### config.mk
export PLATFORM = sky130hd
export DESIGN_NAME = perceptron_sigmoid_delta_rule_core
export DESIGN_NICKNAME = d
export VERILOG_FILES = /design/src/hdl/psdr_pkg.sv /design/src/hdl/psdr_regs.sv /design/src/hdl/psdr_mem.sv /design/src/hdl/psdr_mac.sv /design/src/hdl/psdr_sigmoid.sv /design/src/hdl/perceptron_sigmoid_delta_rule_core.sv
export VERILOG_INCLUDE_DIRS = /design/src /design/src/hdl
export SDC_FILE = /design/constraint.sdc
export NUM_CORES = 2
export LEC_CHECK = 0
export BUFFER_PORTS_ARGS = -buffer_cell sky130_fd_sc_hd__buf_2
export CAP_MARGIN = 25
export CORE_MARGIN = 5
export CORE_UTILIZATION = 30
export DETAILED_ROUTE_END_ITERATION = 10
export PLACE_DENSITY = 0.44
export REMOVE_ABC_BUFFERS = 1
export SYNTH_ARGS = -nofsm -noshare
export SYNTH_HDL_FRONTEND = slang
export SYNTH_HIERARCHICAL = 1
export SYNTH_SLANG_ARGS = --single-unit
### constraint.sdc
create_clock -name clk -period 14.4 [get_ports clk]
set_input_delay 2.88 -clock clk [delete_from_list [all_inputs] [get_ports clk]]
set_output_delay 2.88 -clock clk [all_outputs]
set_load 0.01 [all_outputs]
### src/hdl/perceptron_sigmoid_delta_rule_core_macros.svh
// Assertion macros shared by the perceptron core RTL.
`ifndef PERCEPTRON_SIGMOID_DELTA_RULE_CORE_MACROS_SVH
`define PERCEPTRON_SIGMOID_DELTA_RULE_CORE_MACROS_SVH
`ifndef SYNTHESIS
// same-cycle implication, clocked by clk, disabled in reset
`define PSDR_ASSERT_IMP(lbl, ante, cons, msg) \
  lbl: assert property (@(posedge clk) disable iff (!rst_n) (ante) |-> (cons)) \
    else $error(msg);
// next-cycle implication
`define PSDR_ASSERT_NXT(lbl, ante, cons, msg) \
  lbl: assert property (@(posedge clk) disable iff (!rst_n) (ante) |=> (cons)) \
    else $error(msg);
`else
`define PSDR_ASSERT_IMP(lbl, ante, cons, msg)
`define PSDR_ASSERT_NXT(lbl, ante, cons, msg)
`endif
`endif

### src/hdl/psdr_pkg.sv
// Shared types, constants and the sigmoid table function of the perceptron core.
package psdr_pkg;

  localparam int NUM_INPUTS_DEF      = 8;
  localparam int SIGMOID_ENTRIES_DEF = 256;

  localparam int OP_W    = 2;
  localparam int INDEX_W = 4;
  localparam int DATA_W  = 16;
  localparam int LEVEL_W = 16;
  localparam int FRAC_W  = 12;

  localparam int CFG_DW      = 32;
  localparam int CFG_AW      = 3;
  localparam int REG_SEL_BIT = 2;

  // err = expected - level, then learn_rate * err, then times the input
  localparam int ERR_W  = 18;
  localparam int RE_W   = 35;
  localparam int PROD_W = RE_W + DATA_W;

  localparam logic [DATA_W-1:0]        LEARN_RATE_RST = 16'd32768;
  localparam logic signed [DATA_W-1:0] BIAS_VALUE_RST = 16'sd4096;
  // 1.0 in Q4.12: bias weight input during execute
  localparam logic signed [DATA_W-1:0] X_ONE          = 16'sd4096;

  typedef enum logic [OP_W-1:0] {
    OP_WR_INPUT  = 2'd0,
    OP_WR_WEIGHT = 2'd1,
    OP_EXECUTE   = 2'd2,
    OP_TRAIN     = 2'd3
  } op_t;

  typedef enum logic [2:0] {
    ST_IDLE,
    ST_MAC,
    ST_DRAIN,
    ST_LOOKUP,
    ST_DONE
  } state_t;

  typedef enum logic {
    REG_LEARN_RATE = 1'b0,
    REG_BIAS_VALUE = 1'b1
  } reg_idx_t;

  typedef struct packed {
    logic [DATA_W-1:0]        learn_rate;
    logic signed [DATA_W-1:0] bias_value;
  } cfg_t;

  typedef struct packed {
    logic vld;
    logic first;
    logic train;
  } mac_ctrl_t;

  typedef struct packed {
    logic                     en;
    logic signed [DATA_W-1:0] data;
  } wb_t;

  // Truncating unsigned divide by restoring shift/subtract. Elaboration only.
  function automatic longint unsigned udiv64(input longint unsigned num,
                                             input longint unsigned dvs);
    longint unsigned q;
    longint unsigned r;
    q = '0;
    r = '0;
    for (int b = 63; b >= 0; b--) begin
      r = {r[62:0], num[b]};
      if (r >= dvs) begin
        r    = r - dvs;
        q[b] = 1'b1;
      end
    end
    return q;
  endfunction

  // Sigmoid at a Q4.12 centre, Q1.15 result. Elaboration only.
  // exp(-a) is built as exp(-a/256) by a five-term series, squared eight times.
  function automatic logic [LEVEL_W-1:0] sigmoid_entry(input longint centre);
    longint unsigned a;
    longint unsigned t;
    longint unsigned t2;
    longint unsigned t3;
    longint unsigned t4;
    longint unsigned e;
    longint unsigned den;
    longint unsigned s;
    a  = (centre < 0) ? -centre : centre;
    t  = a * 64'd1024;
    t2 = (t * t) >> 30;
    t3 = (t2 * t) >> 30;
    t4 = (t3 * t) >> 30;
    e  = (64'd1 << 30) - t + (t2 >> 1) - udiv64(t3, 64'd6) + udiv64(t4, 64'd24);
    for (int k = 0; k < 8; k++) begin
      e = (e * e) >> 30;
    end
    den = (64'd1 << 30) + e;
    s   = udiv64((64'd1 << 45) + (den >> 1), den);
    return (centre < 0) ? 16'(64'd32768 - s) : 16'(s);
  endfunction

endpackage

### src/hdl/psdr_regs.sv
// APB register file holding learning rate and bias input.
module psdr_regs import psdr_pkg::*; (
  input  logic              clk,
  input  logic              rst_n,
  input  logic              psel,
  input  logic              penable,
  input  logic              pwrite,
  input  logic [CFG_AW-1:0] paddr,
  input  logic [CFG_DW-1:0] pwdata,
  output logic [CFG_DW-1:0] prdata,
  output logic              pready,
  output cfg_t              cfg
);

  cfg_t     cfg_r;
  cfg_t     cfg_nxt;
  reg_idx_t sel;

  assign sel    = reg_idx_t'(paddr[REG_SEL_BIT]);
  assign pready = 1'b1;
  assign cfg    = cfg_r;

  always_comb begin
    cfg_nxt = cfg_r;
    if (psel && penable && pwrite) begin
      unique case (sel)
        REG_LEARN_RATE: cfg_nxt.learn_rate = pwdata[DATA_W-1:0];
        REG_BIAS_VALUE: cfg_nxt.bias_value = $signed(pwdata[DATA_W-1:0]);
      endcase
    end
  end

  always_comb begin
    unique case (sel)
      REG_LEARN_RATE: prdata = {{(CFG_DW-DATA_W){1'b0}}, cfg_r.learn_rate};
      REG_BIAS_VALUE: prdata = {{(CFG_DW-DATA_W){cfg_r.bias_value[DATA_W-1]}},
                                cfg_r.bias_value};
    endcase
  end

  always_ff @(posedge clk) begin
    if (!rst_n) begin
      cfg_r.learn_rate <= LEARN_RATE_RST;
      cfg_r.bias_value <= BIAS_VALUE_RST;
    end else begin
      cfg_r <= cfg_nxt;
    end
  end

endmodule

### src/hdl/psdr_mem.sv
// Single-port-write, single-port-read RAM; entries never written read as zero.
module psdr_mem import psdr_pkg::*; #(
  parameter int DEPTH = NUM_INPUTS_DEF,
  parameter int WIDTH = DATA_W,
  localparam int AW   = (DEPTH > 1) ? $clog2(DEPTH) : 1
) (
  input  logic             clk,
  input  logic             rst_n,
  input  logic             we,
  input  logic [AW-1:0]    waddr,
  input  logic [WIDTH-1:0] wdata,
  input  logic [AW-1:0]    raddr,
  output logic [WIDTH-1:0] rdata
);

  logic [WIDTH-1:0] mem [DEPTH];
  logic [DEPTH-1:0] vld_r;
  logic [WIDTH-1:0] rdata_r;
  logic             rvld_r;

  always_ff @(posedge clk) begin
    if (we) begin
      mem[waddr] <= wdata;
    end
    rdata_r <= mem[raddr];
  end

  always_ff @(posedge clk) begin
    if (!rst_n) begin
      vld_r  <= '0;
      rvld_r <= 1'b0;
    end else begin
      if (we) begin
        vld_r[waddr] <= 1'b1;
      end
      rvld_r <= vld_r[raddr];
    end
  end

  assign rdata = rvld_r ? rdata_r : '0;

endmodule

### src/hdl/psdr_mac.sv
// Shared multiplier datapath: dot-product accumulate and delta-rule weight update.
module psdr_mac import psdr_pkg::*; #(
  parameter int NUM_INPUTS = NUM_INPUTS_DEF,
  localparam int WA_W      = $clog2(NUM_INPUTS + 1),
  localparam int ACC_W     = 32 + $clog2(NUM_INPUTS + 1)
) (
  input  logic                     clk,
  input  logic                     rst_n,
  input  mac_ctrl_t                ctrl,
  input  logic [WA_W-1:0]          k,
  input  logic                     re_load,
  input  logic [DATA_W-1:0]        learn_rate,
  input  logic [DATA_W-1:0]        expected,
  input  logic [LEVEL_W-1:0]       level,
  input  logic signed [DATA_W-1:0] x0,
  input  logic signed [DATA_W-1:0] w_rd,
  input  logic signed [DATA_W-1:0] x_rd,
  output logic signed [ACC_W-1:0]  acc,
  output wb_t                      wb,
  output logic [WA_W-1:0]          wb_addr
);

  localparam int DELTA_W = PROD_W - 31;
  localparam int SUM_W   = DELTA_W + 1;
  localparam logic signed [PROD_W-1:0] RND_HALF = {{(PROD_W-31){1'b0}}, 1'b1, 30'd0};

  logic signed [ERR_W-1:0]   err;
  logic signed [RE_W-1:0]    re_r;

  logic                      s1_vld_r;
  logic                      s1_first_r;
  logic [WA_W-1:0]           s1_k_r;
  logic signed [DATA_W-1:0]  x_op;
  logic signed [RE_W-1:0]    a_op;
  logic signed [PROD_W-1:0]  prod;

  logic                      s2_vld_r;
  logic                      s2_first_r;
  logic [WA_W-1:0]           s2_k_r;
  logic signed [DATA_W-1:0]  s2_w_r;
  logic signed [PROD_W-1:0]  prod_r;

  logic signed [PROD_W-1:0]  rnd;
  logic signed [DELTA_W-1:0] delta;
  logic signed [SUM_W-1:0]   wsum;
  logic                      pos_ovf;
  logic                      neg_ovf;
  logic signed [DATA_W-1:0]  w_new;
  logic signed [ACC_W-1:0]   acc_r;
  logic signed [ACC_W-1:0]   acc_base;

  // rate * error is fixed for the whole train walk
  assign err = $signed({2'b00, expected}) - $signed({2'b00, level});

  always_ff @(posedge clk) begin
    if (re_load) begin
      re_r <= $signed({1'b0, learn_rate}) * err;
    end
  end

  // stage 1: memory data arrives, one product per cycle
  assign x_op = s1_first_r ? x0 : x_rd;
  assign a_op = ctrl.train ? re_r : $signed({{(RE_W-DATA_W){w_rd[DATA_W-1]}}, w_rd});
  assign prod = a_op * x_op;

  always_ff @(posedge clk) begin
    if (!rst_n) begin
      s1_vld_r <= 1'b0;
      s2_vld_r <= 1'b0;
    end else begin
      s1_vld_r <= ctrl.vld;
      s2_vld_r <= s1_vld_r;
    end
  end

  always_ff @(posedge clk) begin
    s1_first_r <= ctrl.first;
    s1_k_r     <= k;
    s2_first_r <= s1_first_r;
    s2_k_r     <= s1_k_r;
    s2_w_r     <= w_rd;
    prod_r     <= prod;
  end

  // stage 2: round half up at bit 31, add to weight, saturate
  assign rnd   = prod_r + RND_HALF;
  assign delta = rnd[PROD_W-1:31];
  assign wsum  = $signed({{(SUM_W-DATA_W){s2_w_r[DATA_W-1]}}, s2_w_r})
               + $signed({delta[DELTA_W-1], delta});

  assign pos_ovf = !wsum[SUM_W-1] && (|wsum[SUM_W-2:DATA_W-1]);
  assign neg_ovf = wsum[SUM_W-1] && !(&wsum[SUM_W-2:DATA_W-1]);

  always_comb begin
    priority if (pos_ovf) begin
      w_new = 16'sh7fff;
    end else if (neg_ovf) begin
      w_new = 16'sh8000;
    end else begin
      w_new = wsum[DATA_W-1:0];
    end
  end

  assign acc_base = s2_first_r ? '0 : acc_r;

  always_ff @(posedge clk) begin
    if (s2_vld_r && !ctrl.train) begin
      acc_r <= acc_base + prod_r[ACC_W-1:0];
    end
  end

  assign acc     = acc_r;
  assign wb.en   = s2_vld_r && ctrl.train;
  assign wb.data = w_new;
  assign wb_addr = s2_k_r;

endmodule

### src/hdl/psdr_sigmoid.sv
// Net saturation, table index scaling and registered sigmoid table lookup.
module psdr_sigmoid import psdr_pkg::*; #(
  parameter int ACC_W           = 32 + $clog2(NUM_INPUTS_DEF + 1),
  parameter int SIGMOID_ENTRIES = SIGMOID_ENTRIES_DEF,
  localparam int IDX_W          = $clog2(SIGMOID_ENTRIES)
) (
  input  logic                    clk,
  input  logic                    rst_n,
  input  logic                    start,
  input  logic signed [ACC_W-1:0] acc,
  output logic                    done,
  output logic [LEVEL_W-1:0]      level
);

  localparam int NF_W = ACC_W - FRAC_W;

  logic signed [NF_W-1:0]   net_full;
  logic                     pos_ovf;
  logic                     neg_ovf;
  logic signed [DATA_W-1:0] net_sat;
  logic signed [DATA_W-1:0] net_r;
  logic [DATA_W-1:0]        net_ofs;
  logic [31:0]              scaled;
  logic [IDX_W-1:0]         idx_r;
  logic [LEVEL_W-1:0]       level_r;
  logic [2:0]               v_r;
  logic [LEVEL_W-1:0]       lut [SIGMOID_ENTRIES];

  for (genvar g = 0; g < SIGMOID_ENTRIES; g++) begin : g_lut
    localparam longint CENTRE = -32768 + ((2 * longint'(g) + 1) * 32768) / SIGMOID_ENTRIES;
    localparam logic [LEVEL_W-1:0] ENTRY = sigmoid_entry(CENTRE);
    assign lut[g] = ENTRY;
  end

  // floor of acc / 4096 is the arithmetic shift
  assign net_full = acc[ACC_W-1:FRAC_W];
  assign pos_ovf  = !net_full[NF_W-1] && (|net_full[NF_W-2:DATA_W-1]);
  assign neg_ovf  = net_full[NF_W-1] && !(&net_full[NF_W-2:DATA_W-1]);

  always_comb begin
    priority if (pos_ovf) begin
      net_sat = 16'sh7fff;
    end else if (neg_ovf) begin
      net_sat = 16'sh8000;
    end else begin
      net_sat = net_full[DATA_W-1:0];
    end
  end

  // net + 32768 as unsigned, scaled to the table size
  assign net_ofs = {~net_r[DATA_W-1], net_r[DATA_W-2:0]};
  assign scaled  = 32'(net_ofs) * 32'(SIGMOID_ENTRIES);

  always_ff @(posedge clk) begin
    net_r   <= net_sat;
    idx_r   <= scaled[DATA_W +: IDX_W];
    level_r <= lut[idx_r];
  end

  always_ff @(posedge clk) begin
    if (!rst_n) begin
      v_r <= '0;
    end else begin
      v_r <= {v_r[1:0], start};
    end
  end

  assign done  = v_r[2];
  assign level = level_r;

endmodule

### src/hdl/perceptron_sigmoid_delta_rule_core.sv
// Single-layer perceptron, Q4.12 weights and inputs, sigmoid output in Q1.15.
// Command channel: an item (in_op, in_index, in_value, in_expected) transfers
// on a rising edge with start high and busy low. busy stays high until the
// result has been shown. Each item gives one result: out_output_level and
// out_fired, on the ports for one cycle with out_valid high; the receiver
// cannot stall it.
// From transfer to result strobe (N = NUM_INPUTS): an input or weight write
// goes straight to the strobe; train makes N+1 weight reads, passes the last
// product through the multiplier pipeline, then strobes; execute does the same
// plus the table lookup before the strobe. A new item can transfer in the cycle
// after the strobe. The walk is set by the one read port per store and the
// single shared multiplier, one weight per cycle.
// Reset: learn_rate 0.5, bias input 1.0, all weights, inputs and the output
// level zero, at once; no clearing pass. Registers are to be written over the APB
// port only while the core is idle; the core itself does not enforce this.
`include "perceptron_sigmoid_delta_rule_core_macros.svh"
module perceptron_sigmoid_delta_rule_core import psdr_pkg::*; #(
  parameter int NUM_INPUTS      = NUM_INPUTS_DEF,
  parameter int SIGMOID_ENTRIES = SIGMOID_ENTRIES_DEF
) (
  input  logic                     clk,
  input  logic                     rst_n,
  input  logic                     start,
  output logic                     busy,
  input  logic [OP_W-1:0]          in_op,
  input  logic [INDEX_W-1:0]       in_index,
  input  logic signed [DATA_W-1:0] in_value,
  input  logic [DATA_W-1:0]        in_expected,
  output logic                     out_valid,
  output logic [LEVEL_W-1:0]       out_output_level,
  output logic                     out_fired,
  input  logic                     psel,
  input  logic                     penable,
  input  logic                     pwrite,
  input  logic [CFG_AW-1:0]        paddr,
  input  logic [CFG_DW-1:0]        pwdata,
  output logic [CFG_DW-1:0]        prdata,
  output logic                     pready
);

  localparam int IA_W  = (NUM_INPUTS > 1) ? $clog2(NUM_INPUTS) : 1;
  localparam int WA_W  = $clog2(NUM_INPUTS + 1);
  localparam int ACC_W = 32 + $clog2(NUM_INPUTS + 1);
  localparam int CMP_W = (WA_W > INDEX_W) ? WA_W : INDEX_W;

  cfg_t                     cfg;
  op_t                      op;
  logic                     accept;
  logic [CMP_W-1:0]         idx_ext;
  logic                     in_ok;
  logic                     w_ok;

  state_t                   state_r;
  state_t                   state_nxt;
  logic [WA_W-1:0]          k_r;
  logic [WA_W-1:0]          k_nxt;
  logic [WA_W-1:0]          km1;
  logic                     dcnt_r;
  logic                     dcnt_nxt;
  logic                     train_r;
  logic                     train_nxt;
  logic [LEVEL_W-1:0]       level_r;
  logic [LEVEL_W-1:0]       level_nxt;

  logic                     x_we;
  logic [IA_W-1:0]          x_raddr;
  logic signed [DATA_W-1:0] x_rd;
  logic                     w_we;
  logic [WA_W-1:0]          w_waddr;
  logic signed [DATA_W-1:0] w_wdata;
  logic signed [DATA_W-1:0] w_rd;

  mac_ctrl_t                mac_ctrl;
  logic                     re_load;
  logic signed [DATA_W-1:0] x0;
  logic signed [ACC_W-1:0]  acc;
  wb_t                      wb;
  logic [WA_W-1:0]          wb_addr;

  logic                     sig_done;
  logic [LEVEL_W-1:0]       sig_level;

  psdr_regs u_regs (
    .clk     (clk),
    .rst_n   (rst_n),
    .psel    (psel),
    .penable (penable),
    .pwrite  (pwrite),
    .paddr   (paddr),
    .pwdata  (pwdata),
    .prdata  (prdata),
    .pready  (pready),
    .cfg     (cfg)
  );

  assign accept  = start && !busy;
  assign op      = op_t'(in_op);
  assign idx_ext = CMP_W'(in_index);
  assign in_ok   = idx_ext < CMP_W'(NUM_INPUTS);
  assign w_ok    = idx_ext <= CMP_W'(NUM_INPUTS);

  // input store: written by commands, read one element per walk step
  assign x_we    = accept && (op == OP_WR_INPUT) && in_ok;
  assign km1     = k_r - WA_W'(1);
  assign x_raddr = (k_r == '0) ? '0 : km1[IA_W-1:0];

  psdr_mem #(
    .DEPTH (NUM_INPUTS),
    .WIDTH (DATA_W)
  ) u_input_mem (
    .clk   (clk),
    .rst_n (rst_n),
    .we    (x_we),
    .waddr (idx_ext[IA_W-1:0]),
    .wdata (in_value),
    .raddr (x_raddr),
    .rdata (x_rd)
  );

  // weight store: command writes only while idle, write-back only during a walk
  assign w_we    = (accept && (op == OP_WR_WEIGHT) && w_ok) || wb.en;
  assign w_waddr = wb.en ? wb_addr : idx_ext[WA_W-1:0];
  assign w_wdata = wb.en ? wb.data : in_value;

  psdr_mem #(
    .DEPTH (NUM_INPUTS + 1),
    .WIDTH (DATA_W)
  ) u_weight_mem (
    .clk   (clk),
    .rst_n (rst_n),
    .we    (w_we),
    .waddr (w_waddr),
    .wdata (w_wdata),
    .raddr (k_r),
    .rdata (w_rd)
  );

  assign mac_ctrl.vld   = (state_r == ST_MAC);
  assign mac_ctrl.first = (k_r == '0);
  assign mac_ctrl.train = train_r;
  assign re_load        = accept && (op == OP_TRAIN);
  assign x0             = train_r ? cfg.bias_value : X_ONE;

  psdr_mac #(
    .NUM_INPUTS (NUM_INPUTS)
  ) u_mac (
    .clk        (clk),
    .rst_n      (rst_n),
    .ctrl       (mac_ctrl),
    .k          (k_r),
    .re_load    (re_load),
    .learn_rate (cfg.learn_rate),
    .expected   (in_expected),
    .level      (level_r),
    .x0         (x0),
    .w_rd       (w_rd),
    .x_rd       (x_rd),
    .acc        (acc),
    .wb         (wb),
    .wb_addr    (wb_addr)
  );

  psdr_sigmoid #(
    .ACC_W           (ACC_W),
    .SIGMOID_ENTRIES (SIGMOID_ENTRIES)
  ) u_sigmoid (
    .clk   (clk),
    .rst_n (rst_n),
    .start (state_r == ST_LOOKUP),
    .acc   (acc),
    .done  (sig_done),
    .level (sig_level)
  );

  always_comb begin
    state_nxt = state_r;
    k_nxt     = k_r;
    dcnt_nxt  = dcnt_r;
    train_nxt = train_r;
    level_nxt = level_r;
    unique case (state_r)
      ST_IDLE: begin
        if (accept) begin
          train_nxt = (op == OP_TRAIN);
          if ((op == OP_EXECUTE) || (op == OP_TRAIN)) begin
            state_nxt = ST_MAC;
            k_nxt     = '0;
          end else begin
            state_nxt = ST_DONE;
          end
        end
      end
      ST_MAC: begin
        if (k_r == WA_W'(NUM_INPUTS)) begin
          state_nxt = ST_DRAIN;
          dcnt_nxt  = 1'b0;
        end else begin
          k_nxt = k_r + WA_W'(1);
        end
      end
      ST_DRAIN: begin
        // hold, counted by dcnt_r, until the last product is accumulated or written back
        if (dcnt_r) begin
          state_nxt = train_r ? ST_DONE : ST_LOOKUP;
        end else begin
          dcnt_nxt = 1'b1;
        end
      end
      ST_LOOKUP: begin
        if (sig_done) begin
          level_nxt = sig_level;
          state_nxt = ST_DONE;
        end
      end
      ST_DONE: begin
        state_nxt = ST_IDLE;
      end
      default: begin
        state_nxt = ST_IDLE;
      end
    endcase
  end

  always_ff @(posedge clk) begin
    if (!rst_n) begin
      state_r <= ST_IDLE;
      k_r     <= '0;
      dcnt_r  <= 1'b0;
      train_r <= 1'b0;
      level_r <= '0;
    end else begin
      state_r <= state_nxt;
      k_r     <= k_nxt;
      dcnt_r  <= dcnt_nxt;
      train_r <= train_nxt;
      level_r <= level_nxt;
    end
  end

  assign busy             = (state_r != ST_IDLE);
  assign out_valid        = (state_r == ST_DONE);
  assign out_output_level = level_r;
  assign out_fired        = |level_r[LEVEL_W-1:LEVEL_W-2];

  `PSDR_ASSERT_NXT(a_accept_sets_busy, start && !busy, busy, "transfer did not raise busy")
  `PSDR_ASSERT_NXT(a_result_frees, out_valid, !busy, "core still busy after result")
  `PSDR_ASSERT_IMP(a_result_has_item, out_valid, $past(start) || $past(busy),
                   "result strobe without a transferred item")
  `PSDR_ASSERT_IMP(a_walk_bound, state_r == ST_MAC, k_r <= WA_W'(NUM_INPUTS),
                   "weight walk index past last weight")
  `PSDR_ASSERT_IMP(a_wb_in_walk, wb.en, state_r == ST_MAC || state_r == ST_DRAIN,
                   "weight write-back outside a train walk")

endmodule
# [Word level (Yosys, flattened, before mapping)]
# Memories as Yosys holds them, arrays and structs flattened. A register that Yosys moved wholly into a read port is not among the register bits.
# Cells that the tools add are included.
[classes] mux=38 eq_ne=14 bitwise_logic=5 mul=2 n_reduce_logical=42 order_cmp=8 add_sub_neg=6
[op_table] operator="16-bit two-way mux" n=8
[op_table] operator="32-bit case mux with 2 select lines" n=1
[op_table] operator="51-bit by 32-bit adder with 51-bit output (second input constant)" n=1
[op_table] operator="35-bit by 16-bit multiplier with 51-bit output" n=1
[op_table] operator="36-bit adder" n=1
[op_table] operator="36-bit two-way mux" n=1
[op_table] operator="35-bit two-way mux" n=1
[op_table] operator="17-bit by 17-bit multiplier with 34-bit output" n=1
[op_table] operator="16-bit by 20-bit adder with 21-bit output" n=1
[op_table] operator="3-bit two-way mux" n=7
[op_table] operator="16-bit by 16-bit subtractor with 17-bit output" n=1
[op_table] operator="1-bit logical AND" n=16
[op_table] operator="4-bit two-way mux" n=4
[op_table] operator="2-bit != test (second input constant)" n=6
[op_table] operator="3-bit case mux with 4 select lines" n=1
[op_table] operator="4-bit by 5-bit < comparator with 1-bit output (second input constant)" n=2
[op_table] operator="2-bit AND reduction" n=5
[op_table] operator="1-bit two-way mux" n=9
[op_table] operator="8-bit NOT with 9-bit output" n=1
[op_table] operator="9-bit bitwise OR" n=1
[op_table] operator="3-bit by 4-bit < comparator with 1-bit output (second input constant)" n=2
[op_table] operator="8-bit bitwise OR" n=1
[op_table] operator="4-bit case mux with 2 select lines" n=1
[op_table] operator="4-bit AND reduction" n=2
[op_table] operator="30 further kinds" n=40
[word_totals] ramBits=272 out_inout_bits=52 regBits=253 mem_count=3 mem_bits_ro=4096 wordCells=142 inputBits=79
[memory_table] name="(no name shown)" words=256 width=16 rd=1 rd_ports_with_merged_regs=1 write_ports=0 line="psdr_sigmoid.sv:57" rtl="level_r <= lut[idx_r];"
[memory_table] name="u_weight_mem.mem" words=9 width=16 rd=1 rd_ports_with_merged_regs=1 write_ports=1 line="psdr_mem.sv:16" rtl="logic [WIDTH-1:0] mem [DEPTH];"
[memory_table] name="u_input_mem.mem" words=8 width=16 rd=1 rd_ports_with_merged_regs=1 write_ports=1 line="psdr_mem.sv:16"

# [Longest topological paths before layout]
[logic_depth] word_depth=8 mapped_depth=36 depth_no_buf=35

# [Hierarchy]
# The synthesis kept the hierarchy.
[modules_own_cells] module="psdr_mac" seq_area_each_um2=3683.5 cells_per_inst=3990 area_each_um2=35948.2 instances=1
[modules_own_cells] module="psdr_mem at u_weight_mem" seq_area_each_um2=4844.6 cells_per_inst=371 area_each_um2=6530.0 instances=1
[modules_own_cells] module="psdr_mem at u_input_mem" seq_area_each_um2=4344.2 cells_per_inst=257 area_each_um2=5726.7 instances=1
[modules_own_cells] module="psdr_sigmoid" seq_area_each_um2=680.7 cells_per_inst=648 area_each_um2=4325.4 instances=1
[modules_own_cells] module="psdr_regs" seq_area_each_um2=640.6 cells_per_inst=163 area_each_um2=1570.3 instances=1
[modules_own_cells] module="perceptron_sigmoid_delta_rule_core" seq_area_each_um2=500.5 cells_per_inst=192 area_each_um2=1522.7 instances=1

# [Least setup slack after synthesis]
# No wires, ideal clock.
[synth_path] kind="input port to flip-flop" from="input port in_expected[0]" to="register u_mac.re_r[32] (data pin)" setup_time_ps=258 slack_ps=4211 path_buffers=1 cell_stages=32 t_required_ps=14142 arrival_ps=9932 cell_sequence="inv_1 > ha_1 > fa_1 > nor2b_1 > o21ai_0 > a21boi_0 > o21ai_0 > a21boi_0 > o21a_1 > o21a_1 > o311ai_1 > clkbuf_1 > nand2_1 > fa_1 > fa_1 > inv_1 > fa_1 > fa_1 > fa_1 > inv_1 > fa_1 > inv_1 > ha_1 > nand3_1 > nor2_1 > nand2_1 > a211oi_1 > o22ai_1 > o311a_1 > o21bai_1 > a21oi_1 > xnor2_1"
[synth_between] elab_chain_len=2
[synth_rtl] element="from (decl)" line="perceptron_sigmoid_delta_rule_core.sv:28" rtl="input logic [DATA_W-1:0] in_expected,"
[synth_rtl] element="16-bit by 16-bit subtractor with 17-bit output" line="psdr_mac.sv:53" rtl="assign err = $signed({2'b00, expected}) - $signed({2'b00, level});"
[synth_rtl] element="17-bit by 17-bit multiplier with 34-bit output" line="psdr_mac.sv:57" rtl="re_r <= $signed({1'b0, learn_rate}) * err;"
[synth_rtl] element="to (signal assigned)" line="psdr_mac.sv:57"
[synth_rtl] element="to (decl)" line="psdr_mac.sv:28" rtl="logic signed [RE_W-1:0] re_r;"
# No other way between the ends.
# A chain may end at the register's enable or synchronous reset.

# [Worst setup path in the final report]
[layout_path] from="input port in_expected[1]" to="register u_mac.re_r[32] (data pin)"
# Same word-level chain as after synthesis.

==> flow_metrics.tcl <==
set metrics [dict create \
    num_vias 40446 \
    grt_pass1_wl_um 266000 \
    post-route-min-period_ns 11.13 \
    clockRootBuffer "clkbuf_16" \
    ctsResizeCount 0 \
    synth_compound_area_share_pct 9.81 \
    maxCapViolations 0 \
    ys_seq_elements 563 \
    rsz0062_at_grt "no" \
    fillers 19163 \
    synthSimpleGateAreaFrac_pct 13.5 \
    antenna_found_initial 16 \
    vdd_drop_max_uv 92.1 \
    die-width_um 441 \
    post-cts-setup-buffer-count 0 \
    yosysTopAreaCell "fa_1" \
    cts_tree "yes" \
    hold_viol 0 \
    ys_warn_count 6 \
    fin_crit_sh_pct 77.3 \
    place_ws_ns 2.63 \
    synth_top_family_by_area "adder cells" \
    crit_path_max_incr_delay_ns 0.80 \
    ys.flop_type "edfxtp_1" \
    clock_skew_ns 0.0581 \
    drtIter0Drc 2745 \
    seq_area_frac_synth_pct 26.4 \
    gp_congestion 0.850 \
    nets 6795 \
    synthAdderAreaFrac_pct 34.0 \
    timing.slew.headroom_pct 28.9 \
    maxSlewViolCount 0 \
    synth_edf_count 342 \
    report.power.total_w 0.00469 \
    core-area_um2 185000 \
    muxShareOfSynthArea_pct 5.70 \
    grt_usage_pct 18.2 \
    slowest_stage "nand3b_1" \
    clock_tree.buffer_depth 3 \
    num_io_pins 131 \
    dr.pass1.iters 6 \
    syn_avg_cell_area_um2 9.90 \
    synth_top_area_share_pct 26.3 \
    dieArea_um2 194000 \
    cpMostUsedCell "fa_1" \
    drcViolationCount 0 \
    leakage_nw 25.2 \
    cts_buffers 70 \
    cp.arrival_ns 11.54 \
    tightest_slew_ns 1.06 \
    status "complete, no violations" \
    hold_path.class "reg2reg" \
    synthArstFlopShare_pct 0 \
    ys_top_cells_by_area "fa_1, edfxtp_1, dfxtp_1" \
    postLayoutCellArea_um2 61400 \
    powerDensity_nw_per_um2 76.5 \
    netlist_instances 5621 \
    setup_ws_ns 3.27 \
    wirelength_um 177000 \
    port_buffers 111 \
    synthTopCellsByCount "inv_1, nand2_1, fa_1, nor2_1, edfxtp_1" \
    timing.fmax_ghz 0.0899 \
    post_route_cells_drive_above_1_share_pct 9.40 \
    viasPerCell 4.94 \
    overflow 0 \
    crit_path_start_kind "primary input" \
    worstPathRequired_ns 14.81 \
    start_util_pct 30.1 \
    die_h_um 441 \
    finalSetupTns_ns 0 \
    avgRoutedWirePerCell_um 21.6 \
    clk_pin_slew_ns 0.05 \
    drtAntennaViolNets 0 \
    grt_max_degree 82 \
    grt_pass1_vias 41781 \
    insertion_delay_ns 0.70 \
    whs_ns 0.325 \
    cp-end-kind "flop" \
    area_delta_synth_final_pct 10.4 \
    synth_most_common_cell "inv_1" \
    worst-path-max-fanout 16 \
    cts.htree.levels 3 \
    synth_xor_area_share_pct 2.41 \
    postPlaceCellArea_um2 59000 \
    r2r_slack_ns 4.79 \
    ys_types 103 \
    clock-sinks 563 \
    hpwl_um 135000 \
    setup_viol 0 \
    syn-cell-area_um2 55600 \
    path_class "in2reg" \
    num_rows 158 \
    holdBufCountCts 0 \
]
area by class of cell:
class,instances,area [um^2],area share [%]
Multi-Input combinational cell,3931,36600,59.6
Antenna cell,3,7.51,0.0122
Tap cell,2480,3100,5.05
Clock buffer,96,1930,3.15
Clock inverter,34,384,0.626
Timing Repair Buffer,216,1450,2.37
Sequential cell,563,14700,24.0
Inverter,863,3240,5.28
layout by cell type, fill, tap and decap left out, types with 19 or more instances in the layout:
| cell type | count |
|---|---|
| nand3_1 | 54 |
| a22o_1 | 20 |
| buf_4 | 97 |
| nand4_1 | 19 |
| and2_1 | 162 |
| mux2i_1 | 95 |
| nor2b_1 | 106 |
| o21ai_0 | 123 |
| nand2b_1 | 45 |
| o22ai_1 | 28 |
| ha_1 | 340 |
| nor3_1 | 52 |
| clkbuf_1 | 20 |
| buf_2 | 110 |
| a21oi_1 | 194 |
| mux4_1 | 29 |
| dfxtp_1 | 212 |
| a21o_1 | 89 |
| nor2_1 | 371 |
| nand2_1 | 737 |
| fa_1 | 731 |
| and3_1 | 23 |
| clkbuf_16 | 72 |
| edfxtp_1 | 342 |
| xnor2_1 | 104 |
| o21a_1 | 50 |
| a211oi_1 | 38 |
| a31oi_1 | 34 |
| xor2_1 | 48 |
| or2_2 | 19 |
| inv_1 | 859 |
| mux2_2 | 109 |
logic make-up (layout without fill, tap and decap cells):
| logic type | Yosys count | in the layout |
|---|---|---|
| other | 2 | 5 |
| flip-flops | 563 | 563 |
| XOR/XNOR | 153 | 153 |
| buffers and inverters | 1127 | 1209 |
| AO/OA/AOI/OAI | 798 | 798 |
| adder cells (fa/ha/maj) | 1071 | 1071 |
| multiplexers | 248 | 248 |
| AND/OR/NAND/NOR | 1659 | 1659 |
per-stage QoR:
stage | utilization [%] | instances
5_1_grt | 33.2 | 8183
2_1_floorplan | - | 5357
3_3_place_gp | 31.9 | 8043
3_5_place_dp | 31.9 | 8048
4_1_cts | 33.2 | 8178
6_report | 33.2 | 8186
metal layers:
layer  part of all wire, %  up-vias  track usage, %  wire length, um
met5                 0.015        -               0               27
met4                   4.6        4            7.38             8120
met3                   4.9      270            2.38             8640
met2                    48     1074            30.1            84200
met1                    43    20645            24.0            75800
li1                      -    18453               -                -
flip-flops by register name, summed over array words and instances (netlist names), 9 cells and up:
name                  flops
u_weight_mem/mem        144
u_input_mem/mem         128
u_mac/prod_r             51
u_mac/acc                36
u_mac/re_r               34
u_regs/cfg               32
out_output_level         16
u_input_mem/rdata_r      16
u_mac/s2_w_r             16
u_weight_mem/rdata_r     16
u_sigmoid/level          15
u_weight_mem/vld_r        9
where the power goes:
group / internal (W) / switching, W / leakage [nW]
sequential: 0.00179 / 0.0000553 / 4.90
combinational: 0.000431 / 0.000684 / 19.2
clock: 0.000982 / 0.000754 / 1.10
total: 0.00320 / 0.00149 / 25.2
path summary, 6_finish.rpt:
check / start / cells past startpoint / endpoint
worst max-delay path: in_expected[1] / 31 / u_mac/re_r[32]
worst min-delay path: u_sigmoid/net_r[9] / 0 / u_sigmoid/idx_r[1]
worst max register to register: out_output_level[1] / 31 / u_mac/re_r[32]
worst min register to register: u_sigmoid/net_r[9] / 0 / u_sigmoid/idx_r[1]
critical path, delay by kind of cell:
family                     cells  cell delay (ns)
adders and majority gates      8             3.62
xor gates and xnor gates       1             0.12
AOI/OAI and AO/OA             12             2.90
buffers and inverters          4             0.27
and+or+nand+nor                6             1.73
(Power assumes the default switching activity.)
